<file path="src/rtl/btprl_pkg.sv">
`default_nettype none

package btprl_pkg;

   // Payload and register widths.
   localparam int POS_W      = 63;
   localparam int TIME_W     = 63;
   localparam int TWIN_W     = 48;
   localparam int PWIN_W     = 32;
   localparam int CMD_W      = 2;
   localparam int CSR_ADDR_W = 4;
   localparam int CSR_DATA_W = 64;

   // Command codes.
   localparam logic [CMD_W-1:0] CMD_PUSH   = 2'd0;
   localparam logic [CMD_W-1:0] CMD_LOOKUP = 2'd1;
   localparam logic [CMD_W-1:0] CMD_CLEAR  = 2'd2;

   // Register select, taken from address bit 3 (registers sit 8 bytes apart).
   localparam logic REG_TIME_WINDOW     = 1'b0;
   localparam logic REG_POSITION_WINDOW = 1'b1;

   localparam logic [TWIN_W-1:0] TIME_WINDOW_RESET     = 48'd34359738368;
   localparam logic [PWIN_W-1:0] POSITION_WINDOW_RESET = 32'd1048576;

   // What the datapath puts on the result ports at the end of a cycle.
   typedef enum logic [1:0] {
      RSP_IDLE,
      RSP_ZERO,
      RSP_PUSH,
      RSP_LOOKUP
   } rsp_kind_type;

   typedef struct packed {
      logic         load;
      logic         seg_first;
      logic         seg_second;
      logic         probe;
      logic         step;
      logic         commit;
      logic         clear;
      rsp_kind_type rsp;
   } dp_cmd_type;

   typedef struct packed {
      logic seg_open;
      logic seg_hit;
      logic wrapped;
   } dp_status_type;

endpackage

`default_nettype wire

</file>
<file path="src/rtl/btprl_csr.sv">
`default_nettype none

module btprl_csr (
   input  wire logic                                 clock,
   input  wire logic                                 reset,
   input  wire logic                                 psel,
   input  wire logic                                 penable,
   input  wire logic                                 pwrite,
   input  wire logic [btprl_pkg::CSR_ADDR_W-1:0]     paddr,
   input  wire logic [btprl_pkg::CSR_DATA_W-1:0]     pwdata,
   output logic      [btprl_pkg::CSR_DATA_W-1:0]     prdata,
   output logic                                      pready,
   output logic      [btprl_pkg::TWIN_W-1:0]         time_window,
   output logic      [btprl_pkg::PWIN_W-1:0]         position_window
);

   logic [btprl_pkg::TWIN_W-1:0] twin_ff, twin_in;
   logic [btprl_pkg::PWIN_W-1:0] pwin_ff, pwin_in;
   logic                         sel;
   logic                         wr_en;

   // Registers are 8 bytes apart; only the select bit is decoded.
   assign sel    = paddr[btprl_pkg::CSR_ADDR_W-1];
   assign wr_en  = psel && penable && pwrite;
   assign pready = 1'b1;

   always_comb begin
      twin_in = twin_ff;
      pwin_in = pwin_ff;
      if (wr_en) begin
         case (sel)
            btprl_pkg::REG_TIME_WINDOW: begin
               twin_in = pwdata[btprl_pkg::TWIN_W-1:0];
            end
            btprl_pkg::REG_POSITION_WINDOW: begin
               pwin_in = pwdata[btprl_pkg::PWIN_W-1:0];
            end
            default: begin
               twin_in = twin_ff;
            end
         endcase
      end
   end

   always_comb begin
      case (sel)
         btprl_pkg::REG_TIME_WINDOW:     prdata = btprl_pkg::CSR_DATA_W'(twin_ff);
         btprl_pkg::REG_POSITION_WINDOW: prdata = btprl_pkg::CSR_DATA_W'(pwin_ff);
         default:                        prdata = '0;
      endcase
   end

   always_ff @(posedge clock) begin
      if (reset) begin
         twin_ff <= btprl_pkg::TIME_WINDOW_RESET;
         pwin_ff <= btprl_pkg::POSITION_WINDOW_RESET;
      end else begin
         twin_ff <= twin_in;
         pwin_ff <= pwin_in;
      end
   end

   assign time_window     = twin_ff;
   assign position_window = pwin_ff;

endmodule

`default_nettype wire

</file>
<file path="config.mk">
export PLATFORM = sky130hd
export DESIGN_NAME = btprl_csr
export DESIGN_NICKNAME = d
export VERILOG_FILES = /design/src/rtl/btprl_pkg.sv /design/src/rtl/btprl_csr.sv
export SDC_FILE = /design/constraint.sdc
export NUM_CORES = 1
export LEC_CHECK = 0
export BUFFER_PORTS_ARGS = -buffer_cell sky130_fd_sc_hd__buf_2
export CAP_MARGIN = 20
export CORE_MARGIN = 4
export CORE_UTILIZATION = 45
export CTS_CLUSTER_SIZE = 12
export DETAILED_ROUTE_END_ITERATION = 6
export PLACE_DENSITY = 0.81
export SYNTH_ARGS = -nofsm -noshare
export SYNTH_HDL_FRONTEND = slang
export SYNTH_SLANG_ARGS = --single-unit
</file>
<file path="constraint.sdc">
create_clock -name clock -period 3.4 [get_ports clock]
set_input_delay 0.68 -clock clock [delete_from_list [all_inputs] [get_ports clock]]
set_output_delay 0.68 -clock clock [all_outputs]
set_load 0.1 [all_outputs]
</file>
==> flow_summary.ini <==
[worst_setup_path]
r2r-start = position_window[10]
crit_fanout = 50
worstRegToRegCells = 2
endpoint_kind = primary output
arrival_ns = 1.73
rr_endpoint = position_window[10]
cp-start-kind = input pin
crit_start = paddr[3]
path_class = in2out
reg2reg_slack_ns = 2.75
crit_path_end = prdata[30]
worstPathRequired_ns = 2.72

[floorplan]
die_area_um2 = 10300
start_util = 0.470
rows = 33
coreArea_um2 = 8380
ios = 218
fp.dieW_um = 102
fp.dieH_um = 102

[clock_network]
clockBufferDepth = 2
tritoncts = built
clock_sinks = 80
clkLatencyLatePin_ns = 0.33
cts_made_buffers = 9
holdBufCountCts = 0
htreeDepth = 3
clkTransAtPathRegs_ns = 0.08
cts_setup_buffers = 0
root_buffer = clkbuf_8
cts_resized = 0

[logic_synthesis]
ys_seq_area_frac = 0.407
syn_area_um2 = 3940
yosysTopAreaCell = dfxtp_1
syn_inst = 386
yosys.area.top_type_share = 0.407
ys_ff_latch = 80
synth_cell_type_count = 12
avgSynthCellArea_um2 = 10.2
yosysWarningCount = 0
synth_area_leaders = dfxtp_1 41%, mux2i_1 20%, nand2b_1 20%, mux2_2 9.1%, buf_4 3.8%

[power]
vdd_drop_max_mv = 0.171
clock_power_share = 0.326
p_switching_uw = 748
power_frac_comb = 0.234
powerDensity_nw_per_um2 = 438
p_int_uw = 1460
cellLeakagePower_uw = 0.00259
p_sw_frac = 0.338
seq_power_share = 0.440

[grt]
grt_max_degree = 73
antenna_found_initial = 0
overflow = 0
grt_pass1_wl_um = 14500
grt_pass1_vias = 3119
grt_usage = 0.173

[drt]
wl_per_cell_um = 13.9
ant_nets = 0
vias = 3126
first_pass_iters = 4
via_per_inst = 4.73
drc_errors = 0
routed_wl_um = 9180
drtIter0Drc = 51

[sta]
rsz0062_at_grt = no
slew_violations = 0
hold_slack_ns = 0.484
fin_setup_tns_ns = 0
setup_ws_ns = 0.989
setup_violations = 0
hold_violations = 0
min_period_ns = 2.41
tightest_slew_ns = 0.730
fin_crit_sh = 0.709
fin_skew_ns = 0
max-slew-margin-rel = 0.513
max_freq_ghz = 0.415

[finish]
drive_above_1_share = 0.417
finalInstanceArea_um2 = 5050
diodes = 0
stdcell_count = 661
synthToLayoutAreaGrowth_pct = 28.3
nNetsFinal = 625

[placement]
dp_slack_ns = 0.989
gp_congestion = 0.779
placed_cells = 646
place_area_um2 = 4850
dp_hpwl_um = 6560
portBuffers = 181

[job]
cap_violations = 0

[worst_hold_path]
hp-class = reg2reg

[outcome]
status = finished, final reports clean
-- registers in the layout (all words and copies together) (netlist names) --
signal           flops
time_window         48
position_window     32
-- per-stage QoR --
| stage | util | power, uW |
|---|---|---|
| 6_report | 0.603 | 2210 |
| 5_1_grt | 0.603 | 2300 |
| 4_1_cts | 0.603 | 2240 |
| 3_5_place_dp | 0.578 | 1510 |
| 3_3_place_gp | 0.578 | 1510 |
| 2_1_floorplan | - | 1440 |
-- placed cells by master, fill, tap and decap left out --
cell type	netlist	routed
nand2b_1	125	125
clkbuf_1	16	1
clkbuf_8	0	12
buf_2	9	181
mux2_2	32	32
and4b_2	0	1
dfxtp_1	80	80
clkinvlp_4	0	1
buf_12	0	3
nor2_1	4	4
bufinv_16	0	1
buf_4	20	1
nor2b_1	16	16
conb_1	2	17
nand4_1	1	1
mux2i_1	80	80
-- power by group through the flow --
stage	registers [uW]	logic, uW	clock network [uW]
after floorplan	1140	303	0
after global placement	993	515	0
after detailed placement	994	520	0
after CTS	972	520	749
after global routing	975	540	782
final	972	518	722
-- synthesized netlist by cell type --
library cell and number:
nand2b_1 125, and4b_1 1, mux2i_1 80, dfxtp_1 80
buf_2 9, nor2b_1 16, buf_4 20, conb_1 2
mux2_2 32, nor2_1 4, nand4_1 1, clkbuf_1 16
-- routing by layer --
metal | GRT usage | routed length (um) | part of all wire | vias to the layer above
met1 | 0.198 | 3740 | 0.41 | 1443
met5 | 0 | 0 | 0 | -
met3 | 0.0399 | 679 | 0.074 | 12
met4 | 0.0777 | 175 | 0.019 | 0
li1 | - | - | - | 1559
met2 | 0.306 | 4580 | 0.50 | 112
-- logic make-up (layout without fill, tap and decap cells) --
| group | Yosys count | in the layout | synth area share |
|---|---|---|---|
| and+or+nand+nor | 147 | 147 | 0.232 |
| other | 2 | 17 | 0.00191 |
| buffers and inverters | 45 | 200 | 0.0648 |
| DFF | 80 | 80 | 0.407 |
| muxes | 112 | 112 | 0.295 |
-- cell type report --
type	instances	area, um2
multi-input combinational	276	2140
clock inverter	2	37.5
sequential	80	1600
timing repair buffer	185	973
tap	105	131
clock buffer	13	169
fill	761	3330
-- worst max-delay path, cell delays in order --
cell and delay [ns]:
buf_2 0.10, buf_12 0.25, mux2_2 0.38, buf_2 0.29
-- worst min-delay path by stage --
| stage | start | slack (ns) | endpoint | cells after the start |
|---|---|---|---|---|
| after floorplan | pwdata[20] | 0.84 | time_window[20] | 2 |
| after global placement | time_window[39] | 0.47 | time_window[39] | 2 |
| after detailed placement | time_window[38] | 0.47 | time_window[38] | 2 |
| after CTS | time_window[38] | 0.49 | time_window[38] | 2 |
| after global routing | time_window[37] | 0.50 | time_window[37] | 2 |
| final | time_window[38] | 0.48 | time_window[38] | 2 |
Power figures use the tool's default switching activity.
