File: src/rtl/btprl_pkg.sv
`default_nettype none

package btprl_pkg;

   // Payload and register widths.
   localparam int POS_W      = 63;
   localparam int TIME_W     = 63;
   localparam int TWIN_W     = 48;
   localparam int PWIN_W     = 32;
   localparam int CMD_W      = 2;
   localparam int CSR_ADDR_W = 4;
   localparam int CSR_DATA_W = 64;

   // Command codes.
   localparam logic [CMD_W-1:0] CMD_PUSH   = 2'd0;
   localparam logic [CMD_W-1:0] CMD_LOOKUP = 2'd1;
   localparam logic [CMD_W-1:0] CMD_CLEAR  = 2'd2;

   // Register select, taken from address bit 3 (registers sit 8 bytes apart).
   localparam logic REG_TIME_WINDOW     = 1'b0;
   localparam logic REG_POSITION_WINDOW = 1'b1;

   localparam logic [TWIN_W-1:0] TIME_WINDOW_RESET     = 48'd34359738368;
   localparam logic [PWIN_W-1:0] POSITION_WINDOW_RESET = 32'd1048576;

   // What the datapath puts on the result ports at the end of a cycle.
   typedef enum logic [1:0] {
      RSP_IDLE,
      RSP_ZERO,
      RSP_PUSH,
      RSP_LOOKUP
   } rsp_kind_type;

   typedef struct packed {
      logic         load;
      logic         seg_first;
      logic         seg_second;
      logic         probe;
      logic         step;
      logic         commit;
      logic         clear;
      rsp_kind_type rsp;
   } dp_cmd_type;

   typedef struct packed {
      logic seg_open;
      logic seg_hit;
      logic wrapped;
   } dp_status_type;

endpackage

`default_nettype wire

File: src/rtl/btprl_ctrl.sv
`default_nettype none

module btprl_ctrl (
   input  wire logic                          clock,
   input  wire logic                          reset,
   input  wire logic                          start,
   input  wire logic [btprl_pkg::CMD_W-1:0]   command,
   input  wire btprl_pkg::dp_status_type      status,
   output btprl_pkg::dp_cmd_type              cmd,
   output logic                               busy
);

   typedef enum logic [2:0] {
      ST_IDLE,
      ST_PUSH_DIFF,
      ST_PUSH_COMMIT,
      ST_SEARCH_TEST,
      ST_SEARCH_CMP
   } state_type;

   state_type state_ff, state_in;
   logic      busy_ff;

   always_comb begin
      state_in = state_ff;
      cmd      = '0;
      cmd.rsp  = btprl_pkg::RSP_IDLE;
      case (state_ff)
         ST_IDLE: begin
            if (start) begin
               case (command)
                  btprl_pkg::CMD_PUSH: begin
                     cmd.load = 1'b1;
                     state_in = ST_PUSH_DIFF;
                  end
                  btprl_pkg::CMD_LOOKUP: begin
                     cmd.load      = 1'b1;
                     cmd.seg_first = 1'b1;
                     state_in      = ST_SEARCH_TEST;
                  end
                  btprl_pkg::CMD_CLEAR: begin
                     cmd.clear = 1'b1;
                     cmd.rsp   = btprl_pkg::RSP_ZERO;
                  end
                  default: begin
                     cmd.rsp = btprl_pkg::RSP_ZERO;
                  end
               endcase
            end
         end
         ST_PUSH_DIFF: begin
            state_in = ST_PUSH_COMMIT;
         end
         ST_PUSH_COMMIT: begin
            cmd.commit = 1'b1;
            cmd.rsp    = btprl_pkg::RSP_PUSH;
            state_in   = ST_IDLE;
         end
         ST_SEARCH_TEST: begin
            if (status.seg_open) begin
               cmd.probe = 1'b1;
               state_in  = ST_SEARCH_CMP;
            end else if (!status.seg_hit && status.wrapped) begin
               cmd.seg_second = 1'b1;
            end else begin
               cmd.rsp  = btprl_pkg::RSP_LOOKUP;
               state_in = ST_IDLE;
            end
         end
         ST_SEARCH_CMP: begin
            cmd.step = 1'b1;
            state_in = ST_SEARCH_TEST;
         end
         default: begin
            state_in = ST_IDLE;
         end
      endcase
   end

   always_ff @(posedge clock) begin
      if (reset) begin
         state_ff <= ST_IDLE;
         busy_ff  <= 1'b0;
      end else begin
         state_ff <= state_in;
         busy_ff  <= (state_in != ST_IDLE);
      end
   end

   assign busy = busy_ff;

endmodule

`default_nettype wire

File: config.mk
export PLATFORM = sky130hd
export DESIGN_NAME = btprl_ctrl
export DESIGN_NICKNAME = d
export VERILOG_FILES = /design/src/rtl/btprl_pkg.sv /design/src/rtl/btprl_ctrl.sv
export SDC_FILE = /design/constraint.sdc
export NUM_CORES = 1
export LEC_CHECK = 0
export BUFFER_PORTS_ARGS = -buffer_cell sky130_fd_sc_hd__buf_2
export CORE_AREA = 4 4 41 43
export DETAILED_ROUTE_END_ITERATION = 16
export DIE_AREA = 0 0 45 47
export SYNTH_ARGS = -nofsm -noshare
export SYNTH_HDL_FRONTEND = slang
export SYNTH_SLANG_ARGS = --single-unit
File: constraint.sdc
create_clock -name clock -period 2.3 [get_ports clock]
set_clock_uncertainty 0.1 [all_clocks]
set_input_delay 0.23 -clock clock [delete_from_list [all_inputs] [get_ports clock]]
set_output_delay 0.23 -clock clock [all_outputs]
set_load 0.01 [all_outputs]
==> impl_results.md <==
- Hold Path Class: input pin to flip-flop
- Nets@finish: 64
- RSZ-0062 raised after global routing: no
- Clock-pin transition on the worst setup and hold timing paths: around 0.04 ns
- Detail Placement HPWL: 584 um
- # DRC: 0
- DIE WIDTH: 45 um
- Pin count of the biggest net entering global routing: 10
- Postcts setup bufs: 0
- Core Box Area: approximately 1300 um2
- Total gr overflow: 0
- Avg Vias per Cell: 4.61
- Row cnt: 13
- Sequential share of power: about two fifths
- # H-tree levels: 1
- Aggregate negative setup slack: 0 ns
- Slew Viols, Final: 0
- Initial core utilization: about 22%
- Clock group share of total power: 43.4%
- Hold Crit Start: reset
- Final non-filler cell total: 69
- Drt wl/cell: 9.97 um
- Final period util: 71.1%
- Reg2reg setup slack: around 1.0 ns
- Worst Path Buf+Inv: 1
- Worst Setup End Kind: output pin
- Beginning of the worst register-to-register path: state_ff[2]$_SDFF_PP0_
- Max-Slew Margin vs Limit: between 80 and 90%
- Hold-fix buffers at CTS: 0
- Clock sinks: 4
- Pwr dens: 491 nW/um2
- Setup CP Type: flip-flop to output pin
- Hold depth: 2
- Vias in the first global route: between 200 and 300
- I/O Pins: 18
- Antenna fix cells: 0
- Crit path arrival time: between 1 and 1.5 ns
- Reg2Reg Depth: 3
- P&R area growth vs syn: 39.7%
- Initial antenna violation count: 0
- Final hold slack: approximately 0.099 ns
- Total net switching power: approximately 50 uW
- Worst-path fanout max: 9
- Delay-heaviest family, CP: flip-flops
- CP required: approximately 2.0 ns
- Syn Area/Cell: roughly 8.3 um2
- Final GP Congestion: around 0.75
- Crit path launch type: flip-flop
- Slew @ Worst Pin: 0.282 ns
- Int Pwr: around 150 uW
- DRT Pass-1 Iters: 4
- ANT nets after route: 0
- Most common cell after layout, fill and taps aside: buf_2
- Max Cap Viol: 0
- CP peak stage delay: around 0.47 ns
- TritonCTS clock tree: done
- Num CTS Buffers: 3
- Global-route wire length before repair: about 1200 um
- CP cell instances: and4bb_1, o21ai_1, a21oi_1, buf_2
- Hold EP: state_ff[0]$_SDFF_PP0_
- P_leak: roughly 0.00022 uW
- Port bufs: 17
- Distinct cells, synth: 24
- Commonest non-fill, non-tap cells in the layout: buf_2, dfxtp_1, inv_1, nor2_1, clkbuf_4
- Comb power frac: 18.5%
- Routed vias: between 300 and 400
- Max clock buf depth: 2
- Clk Latency, worst-skew pair: 0.23 ns
- Cell Area, Synth: around 290 um2
- Post-CTS Resized: 0
- Post-synth net total: 43
- Die area: roughly 2100 um2
- Tmin final: about 1.6 ns
- Iteration-0 DRC Markers: 3
- Outcome: finished, final reports clean
- Sw Ratio: 25.2%
- Layout cells sized above 1: about 44%
- Maximum vdd drop: between 0.2 and 0.25 mV
- Post-placement cell count: 66
- CP max-delay cell: dfxtp_1
- Sequential area share after synthesis: between 20 and 30%
- Final setup fails: 0
- Synth Instances: 35
- Root Buffer: clkbuf_4
- Final Hold Fails: 0
- Synth warnings: 0
- #FFs+latches synth: 4
- DIE HEIGHT: 47 um
- GRT Total Usage: 7.91%
- Reg-to-reg endpoint: state_ff[1]$_SDFF_PP0_
- Max Clk Rate: ~610 MHz
- Total routed wirelength: 688 um
## power by group through the flow
stage                     clock network (uW)  logic (uW)  registers, uW
final                                   86.4        36.8           75.8
after floorplan                            0        20.0           76.9
after global placement                     0        37.3           76.9
after detailed placement                   0        37.4           76.9
after CTS                               91.8        37.5           75.8
after global routing                    97.6        42.2           76.1
## cells in the mapped netlist
master    number  share of area [%]
a211o_1        1                3.0
a21o_1         1                2.6
a21oi_1        2                3.4
a221oi_2       1                5.2
a311oi_1       1                3.0
and2_1         2                4.3
and3_1         1                2.2
and3b_1        1                3.0
and4bb_1       1                4.3
buf_6          1                3.9
dfxtp_1        4                 28
inv_1          3                3.9
inv_2          1                1.3
nand2_1        1                1.3
nand2b_1       2                4.3
nand3_1        1                1.7
nand3b_2       1                3.9
nor2_1         3                3.9
nor2b_1        2                4.3
nor3_1         1                1.7
nor4b_2        1                5.2
o211ai_1       1                2.6
o21ai_0        1                1.7
o21ai_1        1                1.7
## sequential cells by signal (all words and copies together), names as in the netlist
| register | count |
|---|---|
| busy | 1 |
| state_ff | 3 |
## kinds of logic (layout without fill, tap and decap cells)
kind of cell | after synthesis | in the layout | synth area share, %
DFF | 4 | 4 | 27.6
and+or+nand+nor | 17 | 17 | 40.1
buffers and inverters | 5 | 24 | 9.05
AOI/OAI and AO/OA | 9 | 9 | 23.3
## worst max path at each step
stage	start	endpoint	slack, ns	cells after the start
2_1_floorplan	state_ff[2]$_SDFF_PP0_	cmd[1]	0.96	4
4_1_cts	state_ff[2]$_SDFF_PP0_	cmd[1]	0.65	4
3_3_place_gp	state_ff[2]$_SDFF_PP0_	cmd[1]	0.92	4
6_report	state_ff[2]$_SDFF_PP0_	cmd[1]	0.66	4
5_1_grt	state_ff[0]$_SDFF_PP0_	cmd[2]	0.58	4
3_5_place_dp	state_ff[2]$_SDFF_PP0_	cmd[1]	0.91	4
## stage by stage
step	worst slack, ns	utilization, %	area (um2)	power [uW]
global placement	0.918	29.4	383	114
finish	0.665	31.2	405	199
floorplan	0.960	-	290	96.9
global route	0.579	31.2	405	216
CTS	0.652	31.2	405	205
detailed placement	0.910	29.4	383	114
## cell type report
| cell class | count | area, um2 |
|---|---|---|
| Clock buffer | 3 | 22.5 |
| Fill cell | 144 | 896 |
| Inverter | 4 | 15.0 |
| Multi-Input combinational cell | 26 | 184 |
| Sequential cell | 4 | 80.1 |
| Tap cell | 15 | 18.8 |
| Timing Repair Buffer | 17 | 85.1 |
## per-layer routing
layer  vias up  part of all wire [%]  track usage, %
li1        170                     -               -
met2         9                    42            10.2
met1       139                    49            10.3
met4         0                     0            1.75
met5         -                     0               0
met3         0                   9.6            6.13
Note: power is estimated with default switching activity, not from simulation.
